File: src/sv/sps_pkg.sv
// ---------------------------------------------------------------------------
// sps_pkg: shared types and constants for the pair-sum select block
// Command codes, queue item layout, memory select codes and the control
// structs between the sequencer and the heap sift unit.
// ---------------------------------------------------------------------------
package sps_pkg;

  localparam int MAX_LEN_DEF = 1024;
  localparam int KEEP_DEF    = 1024;

  localparam int CMD_W  = 2;
  localparam int POS_W  = 11;
  localparam int ELEM_W = 32;
  localparam int SUM_W  = 33;
  localparam int LEN_W  = 11;

  localparam int Q_DEPTH = 4;
  localparam int Q_AW    = 2;

  typedef enum logic [CMD_W-1:0] {
    CMD_LOAD_A = 2'd0,
    CMD_LOAD_B = 2'd1,
    CMD_BUILD  = 2'd2,
    CMD_QUERY  = 2'd3
  } cmd_t;

  typedef struct packed {
    cmd_t              cmd;
    logic [POS_W-1:0]  pos;
    logic [ELEM_W-1:0] elem;
    logic              slot_ok;
  } item_t;

  typedef enum logic [1:0] {
    SEL_A = 2'd0,
    SEL_B = 2'd1,
    SEL_K = 2'd2
  } mem_sel_t;

  typedef enum logic {
    SIFT_DOWN = 1'b0,
    SIFT_UP   = 1'b1
  } sift_op_t;

  typedef struct packed {
    logic     start;
    sift_op_t op;
  } sift_ctl_t;

  typedef struct packed {
    logic busy;
    logic done;
  } sift_sts_t;

  function automatic int max_int(input int a, input int b);
    return (a > b) ? a : b;
  endfunction

endpackage

File: src/sv/sps_ifc.sv
// ---------------------------------------------------------------------------
// sps_ifc: valid/ready channels of the pair-sum select block
// Command channel into the block and result channel out of it.
// ---------------------------------------------------------------------------
interface sps_in_if import sps_pkg::*; ();
  logic              valid;
  logic              ready;
  logic [CMD_W-1:0]  command;
  logic [POS_W-1:0]  position;
  logic [ELEM_W-1:0] element_value;

  modport source (output valid, output command, output position, output element_value,
                  input ready);
  modport sink (input valid, input command, input position, input element_value,
                output ready);
endinterface


File: src/sv/sps_front.sv
// ---------------------------------------------------------------------------
// sps_front: command intake and queue
// Accepts transactions, classifies them and holds them in a short queue.
// ---------------------------------------------------------------------------
module sps_front import sps_pkg::*; #(
  parameter int MAX_LEN = MAX_LEN_DEF
) (
  input  logic  clk,
  input  logic  rst_n,
  sps_in_if.sink in_if,
  output item_t head_o,
  output logic  head_valid_o,
  input  logic  pop_i
);

  item_t           q_r [Q_DEPTH];
  logic [Q_AW-1:0] wptr_r, rptr_r;
  logic [Q_AW:0]   cnt_r;
  item_t           item;
  logic            push;
  logic            pop;

  always_comb begin
    item.cmd  = cmd_t'(in_if.command);
    item.pos  = in_if.position;
    item.elem = in_if.element_value;
    if (item.cmd == CMD_LOAD_A || item.cmd == CMD_LOAD_B) begin
      item.slot_ok = (32'(in_if.position) < MAX_LEN);
    end else begin
      item.slot_ok = (in_if.position != '0);
    end
  end

  assign in_if.ready  = (cnt_r != (Q_AW+1)'(Q_DEPTH));
  assign push         = in_if.valid && in_if.ready;
  assign pop          = pop_i && (cnt_r != '0);
  assign head_valid_o = (cnt_r != '0);
  assign head_o       = q_r[rptr_r];

  always_ff @(posedge clk) begin
    if (push) begin
      q_r[wptr_r] <= item;
    end
  end

  always_ff @(posedge clk) begin
    if (!rst_n) begin
      wptr_r <= '0;
      rptr_r <= '0;
      cnt_r  <= '0;
    end else begin
      if (push) begin
        wptr_r <= wptr_r + 1'b1;
      end
      if (pop) begin
        rptr_r <= rptr_r + 1'b1;
      end
      cnt_r <= cnt_r + (Q_AW+1)'(push) - (Q_AW+1)'(pop);
    end
  end

endmodule

File: src/flat_wrapper.sv
// flat-port wrapper written by rule: the top's interface ports become plain ports
module sps_front_flat import sps_pkg::*;
#(
  parameter int MAX_LEN = MAX_LEN_DEF
)
  (clk, rst_n, head_o, head_valid_o, pop_i, in_if_valid, in_if_command, in_if_position, in_if_element_value, in_if_ready);
  sps_in_if in_if_i ();
  input  logic clk;
  input  logic rst_n;
  output item_t head_o;
  output logic head_valid_o;
  input  logic pop_i;
  input wire logic [$bits(in_if_i.valid)-1:0] in_if_valid;
  input wire logic [$bits(in_if_i.command)-1:0] in_if_command;
  input wire logic [$bits(in_if_i.position)-1:0] in_if_position;
  input wire logic [$bits(in_if_i.element_value)-1:0] in_if_element_value;
  output wire logic [$bits(in_if_i.ready)-1:0] in_if_ready;
  assign in_if_i.valid = in_if_valid;
  assign in_if_i.command = in_if_command;
  assign in_if_i.position = in_if_position;
  assign in_if_i.element_value = in_if_element_value;
  assign in_if_ready = in_if_i.ready;
  sps_front #(.MAX_LEN(MAX_LEN)) u_core (.clk(clk), .rst_n(rst_n), .in_if(in_if_i), .head_o(head_o), .head_valid_o(head_valid_o), .pop_i(pop_i));
endmodule
File: config.mk
export PLATFORM = sky130hd
export DESIGN_NAME = sps_front_flat
export DESIGN_NICKNAME = d
export VERILOG_FILES = /design/src/sv/sps_pkg.sv /design/src/sv/sps_ifc.sv /design/src/sv/sps_front.sv /design/src/flat_wrapper.sv
export SDC_FILE = /design/constraint.sdc
export NUM_CORES = 1
export LEC_CHECK = 0
export ABC_AREA = 1
export BUFFER_PORTS_ARGS = -buffer_cell sky130_fd_sc_hd__buf_2
export CAP_MARGIN = 20
export CORE_MARGIN = 4
export CORE_UTILIZATION = 61
export DETAILED_ROUTE_END_ITERATION = 7
export HOLD_SLACK_MARGIN = 0.15
export MAX_ROUTING_LAYER = met4
export PLACE_DENSITY_LB_ADDON = 0.08
export SETUP_SLACK_MARGIN = 0.5
export SYNTH_ARGS = -nofsm -noshare
export SYNTH_HDL_FRONTEND = slang
export SYNTH_SLANG_ARGS = --single-unit
File: constraint.sdc
create_clock -name clk -period 8.12 [get_ports clk]
set_clock_uncertainty 0.05 [all_clocks]
set_input_delay 1.624 -clock clk [delete_from_list [all_inputs] [get_ports clk]]
set_output_delay 1.624 -clock clk [all_outputs]
set_load 0.005 [all_outputs]
After elaboration in Yosys (flattened, before gate mapping)
Memory sizes are Yosys's and may differ from the RTL's. A register that Yosys moved wholly into a read port is not among the register bits. Cells that the tools add are included.

Add/subtract/negate cells: 4. $lt $le $gt $ge: 1. Eq/ne operators: 2. Mux-type cells: 5. Reduce and logical (&&, ||, !) cells: 6.

Operators by type and width (count): $lt A11 B11 Y1 const B (1); $reduce_bool A11 Y1 (1); $add A2 B1 Y2 const B (2); $mux W2 (2); $add A3 B1 Y3 (1); $mux W1 (3); $ne A3 B3 Y1 const B (1); $reduce_bool A3 Y1 (1); $sub A3 B1 Y3 (1); $eq A2 B1 Y1 const B (1); $logic_and A1 B1 Y1 (2); $logic_not A2 Y1 (1); $logic_or A1 B1 Y1 (1).

Bits in registers: 7. Memory bits (writable): 184. Output and inout bits: 48. Memories: 1.

Memory list: u_core.q_r (words 4, width 46, read ports 1, clocked after memory_dff 1, wr ports 1, line sps_front.sv:16) `item_t q_r [Q_DEPTH];`.

Depth between registers and ports, before layout
Depth in word-level cells: 4. Mapped depth: 9. Gate-level depth less buffers: 9.

Least setup slack after synthesis
OpenSTA, ideal clock, no wires.

Path type: input to register. Start point: in in_if_valid. End point: mem u_core.q_r[0][0] (netlist bit), enable pin. Setup time: 450 ps. Arrival: 3672 ps. Data required time: 7620 ps. Setup slack: 3949 ps. Stages on the path: 2. Path through: nand2_1 -> nor2_1.

Cells in the longest elaborated chain, start to end: 3.

RTL lines: start, declared (line flat_wrapper.sv:13) `input wire logic [$bits(in_if_i.valid)-1:0] in_if_valid;`; $logic_and A1 B1 Y1 (line sps_front.sv:35) `assign push = in_if.valid && in_if.ready;`; $mux W1 (line sps_front.sv:41) `if (push) begin`; $mux W1 (not written as such) (line sps_front.sv:42) `q_r[wptr_r] <= item;`; end, declared (line sps_front.sv:16).

No other way between the ends.

==> reports/qor.yml <==
die:
  die_area_um2: 13900
  dieHeight_um: 118
  ios: 97
  start_util_pct: 63.4
  coreArea_um2: 11600
  rows: 39
  die_x_um: 118
sta:
  period_share_pct: 52.2
  fin_tns_setup_ns: 0
  max_freq_mhz: 236
  min_period_ns: 4.24
  slew_headroom_pct: 39.7
  holdWs_ns: 0.452
  finalSetupViolations: 0
  tightest_slew_ns: 0.905
  hold_viol: 0
  slew_viol_final: 0
  rsz0062_at_grt: "no"
routing:
  drc: 0
  drt_iter0_markers: 496
  wl_um: 14700
  avgRoutedWirePerCell_um: 18.9
  via_per_inst: 5.79
  ant_nets: 0
  drtPass1Iterations: 6
  num_vias: 4497
clocking:
  cts_hold_buf: 0
  insertion_delay_ns: 0.43
  cts_buffer_depth: 2
  ctsResizeCount: 0
  cts_max_level: 4
  cts-root-buf: "clkbuf_16"
  cts.clk_slew.worst_paths_ns: 0.07
  cts.sink_count: 193
  post-cts-setup-buffers: 0
  cts_tree: "yes"
  cts_buffers: 17
critical_path:
  crit_path_max_incr_delay_ns: 0.89
  crit_path_cell_trace: "clkinv_1, buf_4, o21ai_0, o22ai_1, buf_2"
  slowest_stage: "dfxtp_2"
  end_kind: "primary output"
  arrival_ns: 2.57
  crit_required_ns: 6.45
  start_kind: "flip-flop"
  critical_path_class: "flip-flop to primary output"
  cp_max_fo: 47
power:
  leakage_nw: 3.07
  power_frac_clock_pct: 33.2
  p_seq_share_pct: 46.2
  p_switching_w: 0.000782
  irDropWorstVdd_mv: 0.195
  comb_power_share_pct: 20.6
  powerDensity_nw_per_um2: 318
  internal_power_w: 0.00194
  swShare_pct: 28.8
final_layout:
  final_common_cell: "edfxtp_1"
  fin_nets: 676
  layout-drive-gt1-share_pct: 22.6
  nFillCells: 774
  area_growth_pct: 16.3
  layout_common_cells: "184 x edfxtp_1, 108 x nor2_1, 96 x buf_2, 59 x o21ai_0, 46 x o22ai_1"
  post-route-cell-area_um2: 8560
  multi_input_area_um2: 1410
  layout.area.seq_um2: 5710
synth:
  syn-num-nets: 583
  synth_mux_area_share_pct: 0
  syn_area_um2: 7360
  synth_warnings: 0
  synthXorXnorAreaFrac_pct: 0
  synth_compound_area_share_pct: 10.7
  synthSimpleGateAreaFrac_pct: 6.82
  yosys-top-cells-area: "edfxtp_1 75%, nor2_1 5.7%, o21ai_0 4.0%"
  yosysSeqAreaShare_pct: 77.5
  synth_top_family_by_area: "compound AO/OA/AOI/OAI gates"
  syn_inst: 527
  synth.avg_cell_area_um2: 14.0
  synth_top_area_cell: "edfxtp_1"
  ys_seq_elements: 193
  synthAdderAreaFrac_pct: 1.29
  synth_top_area_share_pct: 75.1
  yosysUniqueCellTypes: 18
place:
  place_area_um2: 7910
  portBuffers: 96
  place_congestion: 0.748
  dp_hpwl_um: 8160
global_route:
  grt_max_degree: 93
  overflow: 0
  gr-usage-all-layers_pct: 22.4
  grt_antenna_before_repair: 1
  grt_pass1_vias: 4580
  grt_pass1_wl_um: 23400
status:
  status: "finished clean"
hold_path:
  min_path_type: "flip-flop to flip-flop"
run:
  maxCapViolCount: 0
-- power by group through the flow --
stage	combinational, W	sequential [W]	clock (W)
final	0.000561	0.00126	0.000902
after global routing	0.000633	0.00127	0.000953
after CTS	0.000570	0.00126	0.000910
after detailed placement	0.000566	0.00128	0
after global placement	0.000548	0.00127	0
after floorplan	0.000363	0.00127	0
-- metrics by stage --
stage	utilization (%)	setup WS [ns]	total power, W	cells
after global routing	73.7	3.57	0.00285	777
after detailed placement	68.1	4.31	0.00184	744
after floorplan	-	3.95	0.00163	527
after global placement	68.1	4.34	0.00182	744
after CTS	73.7	3.81	0.00274	776
final	73.7	3.88	0.00272	777
-- area by class of cell --
cell class / instances / share of cell area (%)
repair buffers: 103 / 6.23
inverters: 21 / 0.921
clock buffers: 17 / 4.97
well taps: 143 / 2.09
clock inverters: 15 / 2.59
multi-input cells: 284 / 16.5
diodes: 1 / 0.0292
flip-flops and latches: 193 / 66.7
-- worst max-delay path: cells and delay by family (launching register included) --
family                 cells  cell delay [ns]
buffers and inverters      3             0.93
flip-flops                 1             0.89
AO/OA/AOI/OAI              2             0.28
-- per-layer routing --
layer  share of wire (%)  vias up  wire (µm)  GRT usage [%]
li1                    -     2131          -              -
met1                  42     2196       6170           28.1
met2                  50      147       7360           35.5
met3                 6.3       23        927           6.20
met4                 1.5        0        221           7.91
met5                   0        -          0              -
-- final timing paths --
kind,cells past startpoint,end,start,slack (ns)
min,2,u_core.rptr_r[0],u_core.rptr_r[0],0.45
min reg2reg,2,u_core.rptr_r[0],u_core.rptr_r[0],0.45
max,5,head_o[3],flip-flop,3.88
max reg2reg,5,u_core.q_r[2][19],u_core.cnt_r[1],5.80
-- cells by family after synthesis --
| logic type | Yosys count |
|---|---|
| fa+ha+maj | 7 |
| buf+inv | 50 |
| flops | 193 |
| simple gates | 132 |
| compound gates | 145 |
-- flip-flops by register name, indices dropped and copies added, names as in the netlist, named ones only --
register and cells:
u_core.q_r 184, u_core.wptr_r 2, u_core.cnt_r 3, u_core.rptr_r 2
-- synthesized netlist by cell type, drive strengths merged --
cell    count
o21ai      93
fa          1
nor2      112
o22ai      46
nand2      16
ha          6
a21boi      1
or2         1
edfxtp    184
a21oi       5
buf        19
dfxtp       9
nand3       3
inv        21
clkbuf     10
No activity file was read; power rests on OpenSTA's default activity.
