`config.mk`:
```
export PLATFORM = sky130hd
export DESIGN_NAME = sps_sift
export DESIGN_NICKNAME = d
export VERILOG_FILES = /design/src/sv/sps_pkg.sv /design/src/sv/sps_sift.sv
export SDC_FILE = /design/constraint.sdc
export NUM_CORES = 1
export LEC_CHECK = 0
export BUFFER_PORTS_ARGS = -buffer_cell sky130_fd_sc_hd__buf_2
export CAP_MARGIN = 10
export CORE_AREA = 5 5 159 161
export DETAILED_ROUTE_END_ITERATION = 16
export DIE_AREA = 0 0 164 166
export GPL_TIMING_DRIVEN = 0
export PLACE_DENSITY_LB_ADDON = 0.05
export SETUP_SLACK_MARGIN = 0.5
export SLEW_MARGIN = 20
export SYNTH_ARGS = -nofsm -noshare
export SYNTH_HDL_FRONTEND = slang
export SYNTH_SLANG_ARGS = --single-unit
```
`constraint.sdc`:
```
create_clock -name clk -period 14.8 [get_ports clk]
set_input_delay 2.96 -clock clk [delete_from_list [all_inputs] [get_ports clk]]
set_output_delay 2.96 -clock clk [all_outputs]
set_load 0.01 [all_outputs]
```
`src/sv/sps_pkg.sv`:
```
// ---------------------------------------------------------------------------
// sps_pkg: shared types and constants for the pair-sum select block
// Command codes, queue item layout, memory select codes and the control
// structs between the sequencer and the heap sift unit.
// ---------------------------------------------------------------------------
package sps_pkg;

  localparam int MAX_LEN_DEF = 1024;
  localparam int KEEP_DEF    = 1024;

  localparam int CMD_W  = 2;
  localparam int POS_W  = 11;
  localparam int ELEM_W = 32;
  localparam int SUM_W  = 33;
  localparam int LEN_W  = 11;

  localparam int Q_DEPTH = 4;
  localparam int Q_AW    = 2;

  typedef enum logic [CMD_W-1:0] {
    CMD_LOAD_A = 2'd0,
    CMD_LOAD_B = 2'd1,
    CMD_BUILD  = 2'd2,
    CMD_QUERY  = 2'd3
  } cmd_t;

  typedef struct packed {
    cmd_t              cmd;
    logic [POS_W-1:0]  pos;
    logic [ELEM_W-1:0] elem;
    logic              slot_ok;
  } item_t;

  typedef enum logic [1:0] {
    SEL_A = 2'd0,
    SEL_B = 2'd1,
    SEL_K = 2'd2
  } mem_sel_t;

  typedef enum logic {
    SIFT_DOWN = 1'b0,
    SIFT_UP   = 1'b1
  } sift_op_t;

  typedef struct packed {
    logic     start;
    sift_op_t op;
  } sift_ctl_t;

  typedef struct packed {
    logic busy;
    logic done;
  } sift_sts_t;

  function automatic int max_int(input int a, input int b);
    return (a > b) ? a : b;
  endfunction

endpackage

```
`src/sv/sps_sift.sv`:
```
// ---------------------------------------------------------------------------
// sps_sift: max-heap sift unit
// Moves a value down or up a max-heap held in RAM, one compare per step.
// ---------------------------------------------------------------------------
module sps_sift import sps_pkg::*; #(
  parameter int IW = 11
) (
  input  logic             clk,
  input  logic             rst_n,
  input  sift_ctl_t        ctl_i,
  input  logic [IW-1:0]    n_i,
  input  logic [IW-1:0]    idx_i,
  input  logic [SUM_W-1:0] val_i,
  output sift_sts_t        sts_o,
  output logic [IW-1:0]    raddr_o,
  output logic [IW-1:0]    waddr_o,
  output logic             we_o,
  output logic [SUM_W-1:0] wdata_o,
  input  logic [SUM_W-1:0] rdata_i
);

  typedef enum logic [6:0] {
    SF_IDLE    = 7'b0000001,
    SF_SD_TEST = 7'b0000010,
    SF_SD_L    = 7'b0000100,
    SF_SD_R    = 7'b0001000,
    SF_SD_CMP  = 7'b0010000,
    SF_SU_TEST = 7'b0100000,
    SF_SU_CMP  = 7'b1000000
  } sf_state_t;

  sf_state_t        state_r, state_nxt;
  logic [IW-1:0]    n_r, n_nxt;
  logic [IW-1:0]    i_r, i_nxt;
  logic [IW-1:0]    p_r, p_nxt;
  logic [SUM_W-1:0] v_r, v_nxt;
  logic [SUM_W-1:0] vl_r, vl_nxt;
  logic [SUM_W-1:0] vr_r, vr_nxt;
  logic             hasr_r, hasr_nxt;
  logic [IW:0]      lft, rgt;
  logic             pick_r;
  logic [SUM_W-1:0] vc;
  logic [IW-1:0]    im1;

  assign lft    = {i_r, 1'b1};
  assign rgt    = lft + (IW+1)'(1);
  assign pick_r = hasr_r && (vr_r > vl_r);
  assign vc     = pick_r ? vr_r : vl_r;
  assign im1    = i_r - 1'b1;

  always_comb begin
    state_nxt  = state_r;
    n_nxt      = n_r;
    i_nxt      = i_r;
    p_nxt      = p_r;
    v_nxt      = v_r;
    vl_nxt     = vl_r;
    vr_nxt     = vr_r;
    hasr_nxt   = hasr_r;
    raddr_o    = '0;
    waddr_o    = i_r;
    we_o       = 1'b0;
    wdata_o    = v_r;
    sts_o.busy = (state_r != SF_IDLE);
    sts_o.done = 1'b0;
    unique case (state_r)
      SF_IDLE: begin
        if (ctl_i.start) begin
          n_nxt     = n_i;
          i_nxt     = idx_i;
          v_nxt     = val_i;
          state_nxt = (ctl_i.op == SIFT_DOWN) ? SF_SD_TEST : SF_SU_TEST;
        end
      end
      SF_SD_TEST: begin
        if (lft >= {1'b0, n_r}) begin
          we_o       = 1'b1;
          sts_o.done = 1'b1;
          state_nxt  = SF_IDLE;
        end else begin
          raddr_o   = lft[IW-1:0];
          state_nxt = SF_SD_L;
        end
      end
      SF_SD_L: begin
        vl_nxt = rdata_i;
        if (rgt < {1'b0, n_r}) begin
          raddr_o   = rgt[IW-1:0];
          hasr_nxt  = 1'b1;
          state_nxt = SF_SD_R;
        end else begin
          hasr_nxt  = 1'b0;
          state_nxt = SF_SD_CMP;
        end
      end
      SF_SD_R: begin
        vr_nxt    = rdata_i;
        state_nxt = SF_SD_CMP;
      end
      SF_SD_CMP: begin
        we_o = 1'b1;
        if (vc <= v_r) begin
          sts_o.done = 1'b1;
          state_nxt  = SF_IDLE;
        end else begin
          // The larger child moves up into the hole; the hole moves down.
          wdata_o   = vc;
          i_nxt     = pick_r ? rgt[IW-1:0] : lft[IW-1:0];
          state_nxt = SF_SD_TEST;
        end
      end
      SF_SU_TEST: begin
        if (i_r == '0) begin
          we_o       = 1'b1;
          sts_o.done = 1'b1;
          state_nxt  = SF_IDLE;
        end else begin
          p_nxt     = im1 >> 1;
          raddr_o   = im1 >> 1;
          state_nxt = SF_SU_CMP;
        end
      end
      SF_SU_CMP: begin
        we_o = 1'b1;
        if (rdata_i >= v_r) begin
          sts_o.done = 1'b1;
          state_nxt  = SF_IDLE;
        end else begin
          wdata_o   = rdata_i;
          i_nxt     = p_r;
          state_nxt = SF_SU_TEST;
        end
      end
      default: begin
        state_nxt = SF_IDLE;
      end
    endcase
  end

  always_ff @(posedge clk) begin
    if (!rst_n) begin
      state_r <= SF_IDLE;
    end else begin
      state_r <= state_nxt;
    end
  end

  always_ff @(posedge clk) begin
    n_r    <= n_nxt;
    i_r    <= i_nxt;
    p_r    <= p_nxt;
    v_r    <= v_nxt;
    vl_r   <= vl_nxt;
    vr_r   <= vr_nxt;
    hasr_r <= hasr_nxt;
  end

endmodule

```
---- Yosys cells after proc, flatten, opt, wreduce, memory -nomap -nowiden ----
Cells that the tools add are included.
storage, ports and cells
  register bits ........................... 139
  bits in read-only memories .............. 0
  output and inout port bits .............. 58
  memory bits (writable) .................. 0
  memories kept ........................... 0
  input bits .............................. 92
  bits in latches ......................... 0
cells by class
  magnitude comparators ................... 5
  shift-type cells ........................ 0
  muxes and demuxes ....................... 28
  eq/ne operators ......................... 11
  add/sub/neg operators ................... 2
  bitwise gates (word level) .............. 1
  multiply operators ...................... 0
  reduce and logical (&&, ||, !) cells .... 7
  divide/modulo/power cells ............... 0
operators with widths
  operator                                                                 number
  33-bit two-way mux                                                       3
  11-bit two-way mux                                                       6
  11-bit case mux with 3 select lines                                      2
  33-bit case mux with 2 select lines                                      1
  7-bit case mux with 7 select lines                                       1
  33-bit greater-or-equal comparator                                       1
  33-bit greater-than comparator                                           1
  33-bit <= comparator                                                     1
  7-bit two-way mux                                                        2
  12-bit by 1-bit adder with 12-bit output, second input constant          1
  12-bit by 11-bit greater-or-equal comparator with 1-bit output           1
  12-bit by 11-bit less-than comparator with 1-bit output                  1
  6-bit two-way mux                                                        2
  11-bit zero test                                                         1
  11-bit by 1-bit subtractor with 11-bit output, second input constant     1
  10-bit two-way mux                                                       1
  7-bit by 1-bit equality test with 1-bit output, second input constant    1
  7-bit by 2-bit equality test with 1-bit output, second input constant    1
  7-bit by 3-bit equality test with 1-bit output, second input constant    1
  7-bit by 4-bit equality test with 1-bit output, second input constant    1
  7-bit by 5-bit equality test with 1-bit output, second input constant    1
  7-bit by 6-bit equality test with 1-bit output, second input constant    1
  7-bit equality test, second input constant                               1
  7-bit by 1-bit inequality test with 1-bit output, second input constant  1
  13 further kinds                                                         20

---- Depth between registers and ports, before layout ----
  word-level depth ........................ 6
  mapped depth ............................ 20
  depth with buffers taken out ............ 17

---- Worst setup path before layout ----
Ideal clock, no wire load.
  path kind ............................... input to output
  start point ............................. in rdata_i[23]
  end point ............................... out wdata_o[0]
  cell stages on the path ................. 11
  path buffers ............................ 2
  data arrival time ....................... 5.076 ns
  setup slack ............................. 6.764 ns
  cell sequence ........................... ha_1 a21oi_1 nand2_1 a221oi_2 o21ai_1 a221oi_1 o22ai_1 or2_1 buf_6 buf_6 a221o_1
on the way
  longest elaborated chain between the ends .. 3
RTL lines
  element                              line             source
  start, declared                      sps_sift.sv:19   input logic [SUM_W-1:0] rdata_i
  33-bit greater-or-equal comparator   sps_sift.sv:125  if (rdata_i >= v_r) begin
  33-bit two-way mux                   sps_sift.sv:125
  33-bit case mux with 2 select lines  sps_sift.sv:66   unique case (state_r)
  end, declared                        sps_sift.sv:18   output logic [SUM_W-1:0] wdata_o,
Every way passes these cells.

---- Worst setup path in the final report ----
  start point ............................. reg vr_r[4]
  end point ............................... out wdata_o[8]
on the way
  longest elaborated chain between the ends .. 6
RTL lines
  element                                line             source
  start, declared                        sps_sift.sv:38   logic [SUM_W-1:0] vr_r, vr_nxt;
  start signal, assigned                 sps_sift.sv:154  vr_r <= vr_nxt;
  33-bit greater-than comparator         sps_sift.sv:47   assign pick_r = hasr_r && (vr_r > vl_r);
  1-bit logical AND                      sps_sift.sv:47
  33-bit two-way mux *                   sps_sift.sv:48   assign vc = pick_r ? vr_r : vl_r;
  33-bit <= comparator                   sps_sift.sv:102  if (vc <= v_r) begin
  33-bit two-way mux *                   sps_sift.sv:102
  33-bit case mux with 2 select lines *  sps_sift.sv:66
Mark *: on every way between the ends. The rest lies on a longest branch, timed or not.

==> results.json <==
{
  "dp.cells": 1319,
  "worstPathArrival_ns": 6.68,
  "fin_nets": 1227,
  "finalWeightedCongestion": 0.8537,
  "post_cts_buffers": 0,
  "row_count": 57,
  "final_common_cell": "buf_2",
  "core_mm2": 0.02382,
  "clock-sinks": 139,
  "dr_total_vias": 7027,
  "critPathMaxStageDelay_ns": 0.85,
  "drc": 0,
  "grtUsageTotal_pct": 18.96,
  "power_frac_seq_pct": 38.4,
  "start_util_pct": 39.07,
  "clk_latency_ns": 0.43,
  "ant_nets": 0,
  "cts_hold_buf": 0,
  "layout.cells.most_common_list": "buf_2, edfxtp_1, ha_1",
  "max_clock_freq_mhz": 103.7,
  "h-tree-depth": 4,
  "use_met1_pct": 24.79,
  "finalNonFillerCells": 1351,
  "dr.pass1.iters": 5,
  "syn_nets": 1055,
  "ys_warn_count": 0,
  "hold_violations": 0,
  "ys_ff_latch": 139,
  "hold_class": "reg -> reg",
  "synth-edff-count": 132,
  "end_kind": "output port",
  "combPwrFrac_pct": 25.6,
  "ys.flop_type": "edfxtp_1",
  "die_h_um": 166,
  "layout-drive-gt1-share_pct": 24.54,
  "setup.worst_path.start": "vr_r[4]",
  "grt_pass1_wl_um": 39700,
  "place.port_buffers": 149,
  "io_pins": 150,
  "top_usage_layer": "met2",
  "die_x_um": 164,
  "leakage_nw": 4.898,
  "fillers": 2298,
  "synth_top_area_share_pct": 42.59,
  "syn-cell-area_mm2": 0.009306,
  "floorplan.die_area_mm2": 0.02722,
  "cts_buffer_depth": 2,
  "final_max_slew_viol_count": 0,
  "routedWlPerCell_um": 19.07,
  "grt_overflow": 0,
  "crit_chain": "ha_1 > a21oi_1 > o21ai_0 > a2111oi_0 > o22ai_1 > o21ai_4 > buf_6 > mux2_4 > ha_1 > nand4_1 > nor4_1 > nand4_1 > o211a_1 > nand2b_1 > clkbuf_1 > nor2b_1 > a221o_1 > buf_2",
  "period_needed_ns": 9.642,
  "final_util_pct": 47.03,
  "cp-start-kind": "flop",
  "cp_max_fo": 10,
  "antenna_found_initial": 1,
  "switching_share_pct": 30.28,
  "rsz0062_at_grt": "no",
  "skew_ns": 0.01353,
  "maxCapViolCount": 0,
  "gr-usage-met2_pct": 32.46,
  "drt-total-wl_um": 25760,
  "synthArstFlopShare_pct": 0,
  "switchingPower_uw": 398.4,
  "irDropWorstVdd_mv": 0.06144,
  "drtIter0Drc": 362,
  "finalSetupViolations": 0,
  "crit_slowest_cell": "a2111oi_0",
  "clk_pin_slew_ns": 0.06,
  "drt-vias-per-instance": 5.201,
  "finalCritPeriodShare_pct": 65.15,
  "worst_pin_slew_ns": 0.9872,
  "area_delta_synth_final_pct": 20.37,
  "ys_types": 67,
  "synth_area_leader_cell": "edfxtp_1",
  "hpwl_um": 19970,
  "relSlewSlack_pct": 34.02,
  "tns_ns": 0,
  "root_buffer": "clkbuf_16",
  "grt_max_degree": 24,
  "status": "finished clean",
  "p_int_uw": 917.4,
  "grt_pass1_vias": 7109,
  "post_cts_resized": 0,
  "power_frac_clock_pct": 36.1,
  "cp.required_ns": 11.84,
  "min_from": "p_r[3]",
  "syn_inst": 842,
  "crit_type": "reg -> out",
  "cts_tree": "built",
  "antennaDiodeCount": 0,
  "power.density_mw_per_mm2": 117.5,
  "synth_area_leaders": "edfxtp_1, ha_1, mux2_4",
  "ys_seq_area_share_pct": 44.10,
  "use_met3_pct": 3.549,
  "reg2reg_from": "vr_r[4]",
  "cts_buffers": 17,
  "syn_avg_cell_area_um2": 11.05
}
-- cell families after synthesis --
| kind of cell | Yosys count | share of synthesized area (%) |
|---|---|---|
| compound gates | 183 | 13.77 |
| xor+xnor | 20 | 1.882 |
| fa+ha+maj | 121 | 16.27 |
| buf+inv | 121 | 5.741 |
| flops | 139 | 44.10 |
| mux | 33 | 4.988 |
| simple gates | 225 | 13.26 |
-- cells in the mapped netlist (7+ instances only) --
cell / instances
nand2_1: 41
o21ai_0: 45
buf_6: 9
ha_1: 121
a21oi_1: 39
mux2_4: 25
dfxtp_1: 7
a22oi_1: 12
nor2b_1: 37
nand3_1: 17
nor3_1: 13
xnor2_1: 16
inv_1: 93
nor2_1: 42
nand4_1: 25
clkbuf_1: 14
a221o_1: 35
edfxtp_1: 132
a211oi_1: 8
-- area by class of cell --
class	count	area [um^2]	area share, %
Inverter	94	352.8	3.150
Clock inverter	14	220.2	1.966
Timing Repair Buffer	153	825.8	7.372
Sequential cell	139	4104	36.64
Clock buffer	18	429.2	3.831
Tap cell	324	405.4	3.619
Multi-Input combinational cell	582	4683	41.81
Buffer	27	181.4	1.620
-- worst max-delay path: cells and delay by family, from the launching register on --
family	cells	cell delay, ns
DFF	1	0.40
adders and majority gates	2	0.65
and+or+nand+nor	5	1.50
buffers and inverters	3	0.94
AOI/OAI and AO/OA	7	2.40
muxes	1	0.33
-- worst paths after layout --
kind                              endpoint  slack (ns)  depth (start not counted)
worst max-delay path            wdata_o[8]        5.16                         18
worst min-delay path            waddr_o[3]        0.57                          2
worst max register to register  state_r[1]        8.88                         16
worst min register to register  waddr_o[3]        0.57                          2
-- metrics by stage --
stage	power (mW)	setup WS [ns]	hold WS [ns]	cell area, um^2
2_1_floorplan	0.7243	6.764	0.5268	9306
3_3_place_gp	0.8461	5.564	0.5427	10460
3_5_place_dp	0.8511	5.592	0.5545	10550
4_1_cts	1.329	5.105	0.5702	11200
5_1_grt	1.391	4.866	0.6099	11200
6_report	1.316	5.158	0.5684	11200
-- metal layers --
layer,share of wire (%),wire [um]
met5,0.050,13
met4,0.97,250
met3,4.4,1141
met2,49,12640
met1,45,11720
-- sequential cells by signal, summed over array words and instances, names as in the netlist --
| signal | cells |
|---|---|
| v_r | 33 |
| vl_r | 33 |
| vr_r | 33 |
| n_r | 11 |
| waddr_o | 11 |
| p_r | 10 |
| state_r | 7 |
| hasr_r | 1 |
-- power groups by stage --
stage	Combinational (mW)	Clock, mW	Sequential (mW)
floorplan	0.215	0	0.509
global placement	0.329	0	0.517
detailed placement	0.338	0	0.513
CTS	0.341	0.483	0.505
global route	0.379	0.502	0.510
finish	0.336	0.474	0.505
(Power assumes the default switching activity.)
